$ cat src/lpcr_pkg.sv
// ----------------------------------------------------------------------------
// lpcr_pkg
// Constants, types and fixed-point helpers for the step-down converter.
// ----------------------------------------------------------------------------
package lpcr_pkg;

   localparam int MAX_ORDER = 32;
   localparam int IDX_W     = $clog2(MAX_ORDER);
   localparam int CNT_W     = $clog2(MAX_ORDER + 2);
   localparam int COEF_W    = 16;
   localparam int WORK_W    = 32;
   localparam int WORK_FRAC = WORK_W - 6;
   localparam int DVD_W     = WORK_W + WORK_FRAC;
   localparam int DCNT_W    = $clog2(DVD_W + 1);
   localparam int SAT_W     = DVD_W + 1;
   localparam int OUT_W     = 16;
   localparam int OUT_FRAC  = 15;
   localparam int OUT_SH    = WORK_FRAC - OUT_FRAC;

   localparam logic [WORK_W-1:0] W_ONE = WORK_W'(1) << WORK_FRAC;

   typedef enum logic [2:0] {
      ST_OK         = 3'd0,
      ST_ZERO_LEAD  = 3'd1,
      ST_UNSTABLE   = 3'd2,
      ST_TOO_LONG   = 3'd3,
      ST_ORDER_ZERO = 3'd4
   } status_type;

   typedef struct packed {
      logic                     bank;
      logic [CNT_W-1:0]         order;
      logic signed [COEF_W-1:0] lead;
      status_type               cls;
   } job_type;

   function automatic logic [WORK_W-1:0] mag(input logic [WORK_W-1:0] v);
      return v[WORK_W-1] ? (~v + WORK_W'(1)) : v;
   endfunction

   function automatic logic [WORK_W-1:0] sat_mag(input logic [SAT_W-1:0] m, input logic neg);
      logic [SAT_W-1:0]  lim;
      logic [WORK_W-1:0] r;
      lim = (SAT_W'(1) << (WORK_W - 1)) - SAT_W'(!neg);
      r   = m[WORK_W-1:0];
      if (m > lim)
         return neg ? {1'b1, {(WORK_W-1){1'b0}}} : {1'b0, {(WORK_W-1){1'b1}}};
      return neg ? (~r + WORK_W'(1)) : r;
   endfunction

   function automatic logic [WORK_W-1:0] round_mul(input logic [2*WORK_W-1:0] p,
                                                   input logic neg);
      logic [2*WORK_W:0] t;
      t = {1'b0, p} + ((2*WORK_W+1)'(1) << (WORK_FRAC - 1));
      t = t >> WORK_FRAC;
      return sat_mag(t[SAT_W-1:0], neg);
   endfunction

   function automatic logic [OUT_W-1:0] to_q15(input logic [WORK_W-1:0] k);
      logic [WORK_W:0] s;
      s = ({1'b0, mag(k)} + ((WORK_W+1)'(1) << (OUT_SH - 1))) >> OUT_SH;
      if (k[WORK_W-1]) begin
         if (s > (WORK_W+1)'(32768))
            return 16'h8000;
         return ~s[OUT_W-1:0] + 16'd1;
      end
      if (s > (WORK_W+1)'(32767))
         return 16'h7fff;
      return s[OUT_W-1:0];
   endfunction

endpackage

$ cat src/lpcr_job_fifo.sv
// ----------------------------------------------------------------------------
// lpcr_job_fifo
// Two-entry job queue between the front and the back.
// ----------------------------------------------------------------------------
module lpcr_job_fifo (
   input  logic              clock,
   input  logic              reset,
   input  logic              push,
   input  lpcr_pkg::job_type din,
   output logic              full,
   input  logic              pop,
   output logic              valid,
   output lpcr_pkg::job_type dout
);

   lpcr_pkg::job_type ent_ff [2];
   logic              wp_ff, rp_ff;
   logic [1:0]        cnt_ff;

   assign full  = (cnt_ff == 2'd2);
   assign valid = (cnt_ff != 2'd0);
   assign dout  = ent_ff[rp_ff];

   always_ff @(posedge clock) begin
      if (reset) begin
         wp_ff  <= 1'b0;
         rp_ff  <= 1'b0;
         cnt_ff <= 2'd0;
      end else begin
         if (push)
            wp_ff <= ~wp_ff;
         if (pop)
            rp_ff <= ~rp_ff;
         cnt_ff <= cnt_ff + 2'(push) - 2'(pop);
      end
   end

   always_ff @(posedge clock) begin
      if (push)
         ent_ff[wp_ff] <= din;
   end

endmodule

$ cat config.mk
export PLATFORM = sky130hd
export DESIGN_NAME = lpcr_job_fifo
export DESIGN_NICKNAME = d
export VERILOG_FILES = /design/src/lpcr_pkg.sv /design/src/lpcr_job_fifo.sv
export SDC_FILE = /design/constraint.sdc
export NUM_CORES = 1
export LEC_CHECK = 0
export BUFFER_PORTS_ARGS = -buffer_cell sky130_fd_sc_hd__buf_2
export CAP_MARGIN = 15
export CORE_MARGIN = 1
export CORE_UTILIZATION = 45
export CTS_CLUSTER_SIZE = 14
export DETAILED_ROUTE_END_ITERATION = 10
export MAX_ROUTING_LAYER = met4
export PLACE_DENSITY = 0.7
export SKIP_LAST_GASP = 1
export SYNTH_ARGS = -nofsm -noshare
export SYNTH_HDL_FRONTEND = slang
export SYNTH_SLANG_ARGS = --single-unit
$ cat constraint.sdc
create_clock -name clock -period 2.2 [get_ports clock]
set_input_delay 0 -clock clock [delete_from_list [all_inputs] [get_ports clock]]
set_output_delay 0 -clock clock [all_outputs]
set_load 0.01 [all_outputs]
==> flow_summary.rst <==
.. list-table::
   :header-rows: 1

   * - Metric
     - Value
   * - Total leakage power
     - around 1.2 nW
   * - Highest-count cells in the layout ignoring fill and taps
     - buf_2 (57), edfxtp_1 (52), dlygate4sd3_1 (29)
   * - Power density over cell area
     - 821 nW/um2
   * - Count of mapped cells out of synthesis
     - 102
   * - Number of placed cells counting well taps
     - 228
   * - Count of final hold-check violations
     - 0
   * - # clock sinks
     - between 50 and 60
   * - Clk_skew
     - about 0.0052 ns
   * - Level count of the clock H-tree
     - 3
   * - Type of the worst min-delay path
     - input port to register
   * - Average wire length per cell after detail routing
     - 13.5 um
   * - Finished Core Util
     - 0.642
   * - Vias after detailed routing
     - 1200
   * - Count of port buffers added during placement
     - between 50 and 60
   * - Slew @ Worst Pin
     - around 0.37 ns
   * - Flip-flop and latch area
     - ~1700 um2
   * - Number of placed I/O pins
     - 58
   * - Layout area overhead
     - 37.8%
   * - Maximum fanout along the worst path
     - 16
   * - Post-cts resize count
     - 0
   * - Required time worst endpoint
     - approximately 2.2 ns
   * - Crit path launch type
     - register
   * - Setup Total Neg Slack
     - 0 ns
   * - Pin count of the biggest net entering global routing
     - 17
   * - Post-synthesis cell type count
     - 14
   * - Fraction of final layout cells with drive strength greater than 1
     - 0.495
   * - Row count
     - 25
   * - Cells along the critical path
     - buf_12, mux2_2, buf_2
   * - Non-filler cells, final
     - 273
   * - Pins Over Slew Limit
     - 0
   * - DIE AREA
     - 5170 um2
   * - Fraction of met1 tracks used by global routing
     - 0.165
   * - Clk buf depth
     - 2
   * - Number of global-route vias before repair
     - approximately 1300
   * - Upper clock frequency limit
     - 0.630 GHz
   * - Final routed wirelength across all metal layers
     - 3700 um
   * - Post-route DRC violation count
     - 0
   * - CTS tree
     - done
   * - Iteration count of the initial detailed-routing pass
     - 4
   * - Met2 Usage GRT
     - 0.271
   * - Sequential fraction of the synthesis area
     - 0.755
   * - Slowest-stage cell, CP
     - dfxtp_2
   * - Initial antenna violation count
     - 0
   * - Number of warning messages in the yosys log
     - 0
   * - Delay of the slowest cell on the worst path
     - between 0.5 and 0.6 ns
   * - Share of Yosys cell area claimed by the top area cell type
     - 0.710
   * - Later-pin clock latency in the skew report
     - about 0.32 ns
   * - Clock edge transition at the registers on the reported setup and hold paths
     - around 0.05 ns
   * - Area leader, netlist
     - edfxtp_1
   * - Fraction of met3 tracks used by global routing
     - 0.0611
   * - Cell area reported after detailed placement
     - 2570 um2
   * - Antenna Nets Post-Route
     - 0
   * - Vias per inst
     - 4.40
   * - #FFs+latches synth
     - 57
   * - Final design instance area without fill
     - 3030 um2
   * - Relative slew slack
     - 0.751
   * - Detailed-placement wirelength estimate
     - 2340 um
   * - Worst voltage drop across the vdd grid
     - ~0.56 mV
   * - Maximum capacitance violations
     - 0
   * - Die Ht
     - slightly above 70 um
   * - Overall die width
     - around 72 um
   * - Nets in the synthesized netlist
     - between 100 and 150
   * - Top Usage Layer GRT
     - met2
   * - Antenna cell count
     - 0
   * - Multi-input combinational cell area
     - 482 um2
   * - Net count reported at finish
     - 233
   * - CP endpoint kind
     - primary output
   * - Number of filler cells placed in the layout
     - 340
   * - First-pass GRT wire length
     - approximately 5700 um
   * - Number of setup violations in the final report
     - 0
   * - Cell area after synthesis
     - about 2200 um2
   * - RePlAce Congestion
     - 0.651
   * - Portion of the clock cycle consumed by the worst path in the final layout
     - 0.722
   * - Final critical path time including I/O delays and setup
     - between 1.5 and 2 ns
   * - Endpoint arrival time on the critical path
     - 1.59 ns
   * - CTS root buf
     - clkbuf_8
   * - Residual overflow from global routing
     - 0
   * - Initial core utilization
     - 0.466
   * - Setup repair after global routing missed its margin
     - false
   * - Area of the placeable core
     - roughly 4700 um2
   * - Synth area leaders
     - edfxtp_1 (71%), mux2_4 (14%), dfxtp_1 (4.6%), mux2_2 (3.1%), buf_12 (1.8%)
   * - Number of clock buffers inserted by TritonCTS
     - 9
   * - Avg Synthesized Cell Area
     - between 20 and 25 um2
   * - Overall global routing resource usage
     - 0.165
   * - Most common library cell in the layout ignoring fill and taps
     - buf_2
   * - Number of DRC markers after the initial detailed-route iteration
     - 56
   * - Outcome
     - finished, final reports clean
   * - WS Path Type
     - register to primary output
-- state kept, by name, indices dropped and copies added (netlist names), named ones only --
register,cells
ent_ff,52
cnt_ff,2
rp_ff,1
wp_ff,1
-- layout make-up --
cell class / count / share of cell area
Tap cell: 67 / 0.0277
Timing Repair Buffer: 91 / 0.206
Clock buffer: 16 / 0.0561
Sequential cell: 57 / 0.548
Inverter: 2 / 0.00248
Multi-Input combinational cell: 40 / 0.159
-- cells in the mapped netlist --
master	n
and2_1	1
buf_12	2
buf_6	1
dfxtp_1	5
edfxtp_1	52
ha_1	2
inv_1	2
mux2_2	6
mux2_4	20
nor2_1	4
nor2b_1	3
or2_2	1
xnor2_1	2
xnor3_1	1
-- critical path, delay by kind of cell, from the launching register on --
kind,cells,cell delay [ns]
flops,1,0.56
buf+inv,2,0.37
mux,1,0.35
-- per-stage QoR --
stage,worst slack (ns),total power [mW],hold slack [ns]
2_1_floorplan,0.284,1.53,0.0716
3_3_place_gp,0.969,1.63,0.187
3_5_place_dp,0.933,1.65,0.192
4_1_cts,0.584,2.52,0.0885
5_1_grt,0.533,2.60,0.109
6_report,0.612,2.49,0.106
-- worst paths after layout --
| kind | cells after the start | startpoint | slack, ns | endpoint |
|---|---|---|---|---|
| setup / recovery | 3 | register | 0.61 | dout[2] |
| hold / removal | 3 | push | 0.11 | cnt_ff[0] |
| setup reg to reg | 6 | cnt_ff[0] | 0.99 | cnt_ff[1] |
| hold reg to reg | 2 | rp_ff | 0.54 | register |
-- cell families after synthesis --
| family | after synthesis | share of synthesized area |
|---|---|---|
| buffers and inverters | 5 | 0.0267 |
| multiplexers | 26 | 0.167 |
| flip-flops | 57 | 0.755 |
| XOR/XNOR | 3 | 0.0182 |
| AND/OR/NAND/NOR | 9 | 0.0210 |
| adder cells (fa/ha/maj) | 2 | 0.0114 |
-- report_power, final --
part | switching (mW) | leakage, nW | internal [mW] | total (mW)
clock | 0.354 | 0.0850 | 0.473 | 0.827
combinational | 0.148 | 0.612 | 0.217 | 0.365
sequential | 0.0338 | 0.530 | 1.26 | 1.30
total | 0.535 | 1.23 | 1.95 | 2.49
-- per-layer routing --
metal,wire (um),vias to the layer above
li1,-,588
met1,1490,573
met2,2000,33
met3,146,6
met4,61,0
met5,0,-
-- repair_timing --
action | in CTS | in global routing
endpoints found under the hold margin | 57 | 0
buffers inserted | 0 | 0
hold buffers | 29 | 0
Power figures use the tool's default switching activity.
