<file path="src/lpcr_pkg.sv">
// ----------------------------------------------------------------------------
// lpcr_pkg
// Constants, types and fixed-point helpers for the step-down converter.
// ----------------------------------------------------------------------------
package lpcr_pkg;

   localparam int MAX_ORDER = 32;
   localparam int IDX_W     = $clog2(MAX_ORDER);
   localparam int CNT_W     = $clog2(MAX_ORDER + 2);
   localparam int COEF_W    = 16;
   localparam int WORK_W    = 32;
   localparam int WORK_FRAC = WORK_W - 6;
   localparam int DVD_W     = WORK_W + WORK_FRAC;
   localparam int DCNT_W    = $clog2(DVD_W + 1);
   localparam int SAT_W     = DVD_W + 1;
   localparam int OUT_W     = 16;
   localparam int OUT_FRAC  = 15;
   localparam int OUT_SH    = WORK_FRAC - OUT_FRAC;

   localparam logic [WORK_W-1:0] W_ONE = WORK_W'(1) << WORK_FRAC;

   typedef enum logic [2:0] {
      ST_OK         = 3'd0,
      ST_ZERO_LEAD  = 3'd1,
      ST_UNSTABLE   = 3'd2,
      ST_TOO_LONG   = 3'd3,
      ST_ORDER_ZERO = 3'd4
   } status_type;

   typedef struct packed {
      logic                     bank;
      logic [CNT_W-1:0]         order;
      logic signed [COEF_W-1:0] lead;
      status_type               cls;
   } job_type;

   function automatic logic [WORK_W-1:0] mag(input logic [WORK_W-1:0] v);
      return v[WORK_W-1] ? (~v + WORK_W'(1)) : v;
   endfunction

   function automatic logic [WORK_W-1:0] sat_mag(input logic [SAT_W-1:0] m, input logic neg);
      logic [SAT_W-1:0]  lim;
      logic [WORK_W-1:0] r;
      lim = (SAT_W'(1) << (WORK_W - 1)) - SAT_W'(!neg);
      r   = m[WORK_W-1:0];
      if (m > lim)
         return neg ? {1'b1, {(WORK_W-1){1'b0}}} : {1'b0, {(WORK_W-1){1'b1}}};
      return neg ? (~r + WORK_W'(1)) : r;
   endfunction

   function automatic logic [WORK_W-1:0] round_mul(input logic [2*WORK_W-1:0] p,
                                                   input logic neg);
      logic [2*WORK_W:0] t;
      t = {1'b0, p} + ((2*WORK_W+1)'(1) << (WORK_FRAC - 1));
      t = t >> WORK_FRAC;
      return sat_mag(t[SAT_W-1:0], neg);
   endfunction

   function automatic logic [OUT_W-1:0] to_q15(input logic [WORK_W-1:0] k);
      logic [WORK_W:0] s;
      s = ({1'b0, mag(k)} + ((WORK_W+1)'(1) << (OUT_SH - 1))) >> OUT_SH;
      if (k[WORK_W-1]) begin
         if (s > (WORK_W+1)'(32768))
            return 16'h8000;
         return ~s[OUT_W-1:0] + 16'd1;
      end
      if (s > (WORK_W+1)'(32767))
         return 16'h7fff;
      return s[OUT_W-1:0];
   endfunction

endpackage

</file>
<file path="src/lpcr_front.sv">
// ----------------------------------------------------------------------------
// lpcr_front
// Accepts coefficients, stores them in a two-bank store and classifies each
// polynomial into a job when its last coefficient arrives.
// ----------------------------------------------------------------------------
module lpcr_front (
   input  logic                             clock,
   input  logic                             reset,
   input  logic                             req_push,
   input  logic signed [lpcr_pkg::COEF_W-1:0] req_coef,
   input  logic                             req_last_coef,
   output logic                             req_full,
   input  logic                             job_full,
   output logic                             job_push,
   output lpcr_pkg::job_type                job_data,
   input  logic [lpcr_pkg::IDX_W:0]         raw_addr,
   output logic signed [lpcr_pkg::COEF_W-1:0] raw_data
);

   logic [lpcr_pkg::CNT_W-1:0]         cnt_ff, cnt_in, cnt_m1;
   logic                               ovf_ff, ovf_in;
   logic signed [lpcr_pkg::COEF_W-1:0] lead_ff, lead_in;
   logic                               bank_ff, bank_in;
   logic                               accept, mem_we;
   logic [lpcr_pkg::IDX_W:0]           mem_wa;
   logic signed [lpcr_pkg::COEF_W-1:0] raw_mem [2*lpcr_pkg::MAX_ORDER];
   logic signed [lpcr_pkg::COEF_W-1:0] raw_rd_ff;

   assign req_full = job_full;
   assign accept   = req_push && !job_full;
   assign cnt_m1   = cnt_ff - lpcr_pkg::CNT_W'(1);
   assign mem_wa   = {bank_ff, cnt_m1[lpcr_pkg::IDX_W-1:0]};
   assign raw_data = raw_rd_ff;

   always_comb begin
      cnt_in   = cnt_ff;
      ovf_in   = ovf_ff;
      lead_in  = lead_ff;
      bank_in  = bank_ff;
      mem_we   = 1'b0;
      job_push = 1'b0;
      job_data = '0;
      if (accept) begin
         if (cnt_ff == '0) begin
            lead_in = req_coef;
            cnt_in  = lpcr_pkg::CNT_W'(1);
         end else if (cnt_ff <= lpcr_pkg::CNT_W'(lpcr_pkg::MAX_ORDER)) begin
            mem_we = 1'b1;
            cnt_in = cnt_ff + lpcr_pkg::CNT_W'(1);
         end else begin
            ovf_in = 1'b1;
         end
         if (req_last_coef) begin
            job_push       = 1'b1;
            job_data.bank  = bank_ff;
            job_data.order = cnt_in - lpcr_pkg::CNT_W'(1);
            job_data.lead  = lead_in;
            if (ovf_in)
               job_data.cls = lpcr_pkg::ST_TOO_LONG;
            else if (cnt_in == lpcr_pkg::CNT_W'(1))
               job_data.cls = lpcr_pkg::ST_ORDER_ZERO;
            else if (lead_in == '0)
               job_data.cls = lpcr_pkg::ST_ZERO_LEAD;
            else
               job_data.cls = lpcr_pkg::ST_OK;
            cnt_in  = '0;
            ovf_in  = 1'b0;
            lead_in = '0;
            bank_in = ~bank_ff;
         end
      end
   end

   always_ff @(posedge clock) begin
      if (reset) begin
         cnt_ff  <= '0;
         ovf_ff  <= 1'b0;
         lead_ff <= '0;
         bank_ff <= 1'b0;
      end else begin
         cnt_ff  <= cnt_in;
         ovf_ff  <= ovf_in;
         lead_ff <= lead_in;
         bank_ff <= bank_in;
      end
   end

   always_ff @(posedge clock) begin
      if (mem_we)
         raw_mem[mem_wa] <= req_coef;
      raw_rd_ff <= raw_mem[raw_addr];
   end

endmodule

</file>
<file path="config.mk">
export PLATFORM = sky130hd
export DESIGN_NAME = lpcr_front
export DESIGN_NICKNAME = d
export VERILOG_FILES = /design/src/lpcr_pkg.sv /design/src/lpcr_front.sv
export SDC_FILE = /design/constraint.sdc
export NUM_CORES = 1
export LEC_CHECK = 0
export BUFFER_PORTS_ARGS = -buffer_cell sky130_fd_sc_hd__buf_4
export CORE_MARGIN = 5
export CORE_UTILIZATION = 45
export CTS_BUF_LIST = sky130_fd_sc_hd__clkbuf_2
export DETAILED_ROUTE_END_ITERATION = 12
export PLACE_DENSITY = 0.59
export SETUP_SLACK_MARGIN = 0.05
export SLEW_MARGIN = 20
export SYNTH_ARGS = -nofsm -noshare
export SYNTH_HDL_FRONTEND = slang
export SYNTH_SLANG_ARGS = --single-unit
</file>
<file path="constraint.sdc">
create_clock -name clock -period 4.5 [get_ports clock]
set_input_delay 0.9 -clock clock [delete_from_list [all_inputs] [get_ports clock]]
set_output_delay 0.9 -clock clock [all_outputs]
set_load 0.03 [all_outputs]
</file>
==> impl.org <==
** Floorplan
- Once the floorplan was initialized, standard cells occupied 45.12% of the core.
- Count of pins on the block boundary :: 71
- In this run the horizontal extent of the chip is 312.5 um.
- Number of standard-cell rows in the floorplan :: 111
- In this run the standard cell core region covers 91250 um^2.
- Die area :: 97650 um^2
- Chip height :: 312.5 um

** Pwr
- In this run the power density over the cells is 389.6 nW/um^2.
- The share of total power dissipated in combinational logic is 6.0%.
- The clock network is responsible for 33.8% of the overall power.
- Net switching is 24.56% of the power.
- Net switching power figure :: 0.004437 W
- Across the VDD grid, the largest voltage drop is 203.9 uV.
- Internal Pwr Total :: 0.01363 W
- Total leakage power :: 15.37 nW
- Per report_power, the sequential group accounts for 60.2% of the total.

** Layout
- Finished layout cell area :: 46370 um^2
- The library cells used most frequently in the layout, excluding fill and tap cells, are 1024 x edfxtp_1, 405 x clkbuf_2, 244 x mux4_2.
- Filler Cells Inserted :: 7381
- After the last flow step, the layout net total stands at 2430.
- Commonest non-fill, non-tap cell in the layout :: edfxtp_1
- Synth-to-layout area growth :: 12.62%
- Layout cell share with drive strength beyond 1 :: 35.43%

** Detailed routing
- Summed over all nets, wire length on met2 after detailed routing comes to 50240 um.
- The first detailed-routing pass ran for 5 iterations.
- The highest layer touched by signal routing is met4.
- After detailed routing, the number of vias per cell comes to 5.781.
- Remaining DRCs :: 0
- Aggregate routed wire length :: 103100 um
- Antenna violation net count after detailed routing :: 0
- After detailed routing, the average wire length per cell comes to 27.37 um.
- After the first detailed-routing iteration, the DRC count stood at 1984.
- The routed layout has 21770 vias.
- Sum of met3 wire segment lengths after detailed routing :: 6911 um
- Met1 WL :: 43770 um

** STA
- Maximum operating frequency :: 0.2120 GHz
- Final number of max-transition violations :: 0
- Clock Skew :: 0.1562 ns
- Setup Total Neg Slack :: -0.7692 ns
- Setup repair after global routing could not meet its margin everywhere.
- Tightest slew margin relative to the limit :: 36.13%
- Post-route clock period utilization :: 104.8%
- Min setup slack post-route :: -0.2178 ns
- Slew @ Worst Pin :: 0.9517 ns
- The number of hold violations in the final report is 0.
- Period minus WS final :: 4.718 ns
- Setup violations remaining at the end of the flow were counted as 7.

** Place
- At the end of routability-driven placement, the weighted congestion stood at 0.8217.
- The placed instances occupy a cell area of 43660 um^2.
- HPWL after detailed placement :: 60340 um
- In this run the tool buffered the top-level ports with 70 buffer cells.

** Synthesis
- Synthesized netlist net count :: 2033
- Synthesis produced 2002 cells.
- Post-synthesis instance area :: 41170 um^2
- Sequential cells were found to cover 76.63% of the synthesized design area.
- Of all flip-flops after synthesis, the portion carrying an async set or reset was 0%.
- Post-synth EDFFs :: 1024
- Number of unique standard cell types used by synthesis :: 59
- Synth Warn # :: 0
- After synthesis the netlist holds a flip-flop and latch count of 1064.
- Averaged over all synthesized cells, the footprint is 20.57 um^2.
- Among all flip-flop cells after synthesis, the most frequent one is edfxtp_1.

** Setup path
- Setup slack of the most critical reg-to-reg path :: 1.31 ns
- Worst flop-to-flop path startpoint :: cnt_ff[1]
- STA puts the critical path data required time at 3.60 ns.
- Arrival time reported for the critical path endpoint :: 3.82 ns
- Crit Reg-Reg Endpoint :: raw_mem[44][11]
- The critical path is of the reg2out type.
- Worst r2r path cells :: 7
- Crit path to :: job_data[22]
- Sort of element at the start of the critical path :: register
- Critical path startpoint :: cnt_ff[1]
- Along the worst path, the maximum fanout reaches 6.
- Crit end category :: output port

** Clock tree
- Depth of the CTS H-tree :: 5
- For the worst-skew pair, the clock arrives at the later sink with an insertion delay of 1.45 ns.
- In this run the deepest clock path goes through 4 buffers.
- Clock sink count :: 1064
- CTS Buf Count :: 286
- Clock tree from TritonCTS :: built
- Clock Pin Slew Worst Setup and Hold Paths :: 0.11 ns
- Root buf cell :: clkbuf_2

** Global route
- GRT Residual Overflow :: 0
- Combined global-route utilization of all metal layers :: 21.13%
- Global-route wire length before repair :: 151500 um
- Via count of the first global-routing pass :: 22810
- Maximum number of pins on one net before global-route repair :: 68
- Initial antenna violation count :: 5

** Status
- Outcome :: complete, but fails checks
- Violations in the final reports :: setup timing

** Flow run
- Max_cap viols :: 0

** Worst hold path
- The worst hold path passes through 2 cells.
- The path class of the tightest hold or removal check is in2reg.
[worst max-delay path, stage by stage, from the launching register on]
cell and delay [ns]:
dfxtp_4 0.37, inv_4 0.05, ha_4 0.14, or4b_4 0.52
xnor2_2 0.16, mux2_4 0.30, or4_4 0.54, a21oi_4 0.14
buf_6 0.16
[flip-flops by register name (all words and copies together) (netlist names)]
name and count:
raw_data 16, cnt_ff 6, raw_mem 1024, bank_ff 1, ovf_ff 1, lead_ff 16
[cells by family after synthesis]
logic type      count (synthesis)  synth area share, %
compound gates                220                3.604
fa+ha+maj                       4               0.1216
xor+xnor                        8               0.1702
simple gates                  265                2.899
buf+inv                       121                1.310
flops                        1064                76.63
mux                           320                15.27
[cell type report]
class	instances	area, um^2	area share [%]
antenna	9	22.52	0.04857
sequential	1064	31560	68.06
clock buffer	405	2027	4.371
timing repair buffer	223	1849	3.988
tap	1186	1484	3.200
clock inverter	55	221.5	0.4776
inverter	7	28.78	0.06206
multi-input combinational	817	9179	19.79
[power by group through the flow]
stage	clock network [W]	registers (W)	logic [W]
2_1_floorplan	0	0.0111	0.000532
3_3_place_gp	0	0.0111	0.00106
3_5_place_dp	0	0.0111	0.00107
4_1_cts	0.00632	0.0109	0.00110
5_1_grt	0.00687	0.0109	0.00115
6_report	0.00610	0.0109	0.00108
[per-layer routing]
metal / up-vias / global-route usage (%)
met3: 146 / 4.529
met4: 0 / 6.768
met1: 11490 / 29.76
met2: 870 / 33.49
li1: 9271 / -
met5: - / 0
[Yosys cell counts (8+ instances only)]
master       n  area share, %
a211o_1     10           0.21
a21oi_1     55           0.67
a22oi_1     23           0.42
buf_1       14           0.13
buf_2       41           0.50
clkbuf_1    51           0.46
dfxtp_1     40            1.9
edfxtp_1  1024             75
mux2_2      22           0.60
mux2i_1     53            1.3
mux4_2     244             13
nand2_1     93           0.85
nand2b_1    11           0.17
nand3_1      8          0.097
nor2_1     100           0.91
nor4_1      10           0.15
o21a_1      10           0.18
o21ai_0     17           0.21
o221ai_1    25           0.53
o22ai_1     37           0.56
o32ai_1     10           0.21
[metrics by stage]
step	hold WS (ns)	std cells	worst slack [ns]	power, W	utilization [%]
global route	0.08710	3763	-0.4495	0.01891	50.81
finish	0.2459	3766	-0.2178	0.01807	50.82
global placement	0.5115	3263	0.7987	0.01217	47.85
floorplan	0.4868	2002	0.6629	0.01166	-
CTS	0.02296	3755	-0.4106	0.01830	50.72
detailed placement	0.5296	3263	0.7406	0.01218	47.85
[repair_timing]
item	CTS	global route
hold buffers	23	0
hold endpoints to repair	443	0
gates resized for setup	19	10
setup endpoints to repair	25	24
setup buffers	9	2
pin swaps	5	3
[worst min-delay path by stage]
stage	startpoint	slack, ns	endpoint
after floorplan	ovf_ff	0.49	ovf_ff
after global placement	ovf_ff	0.51	ovf_ff
after detailed placement	lead_ff[13]	0.53	lead_ff[13]
after CTS	req_coef[7]	0.02	raw_mem[47][7]
after global routing	req_coef[7]	0.09	raw_mem[47][7]
final	req_coef[7]	0.25	raw_mem[44][7]
Power figures use the tool's default switching activity.
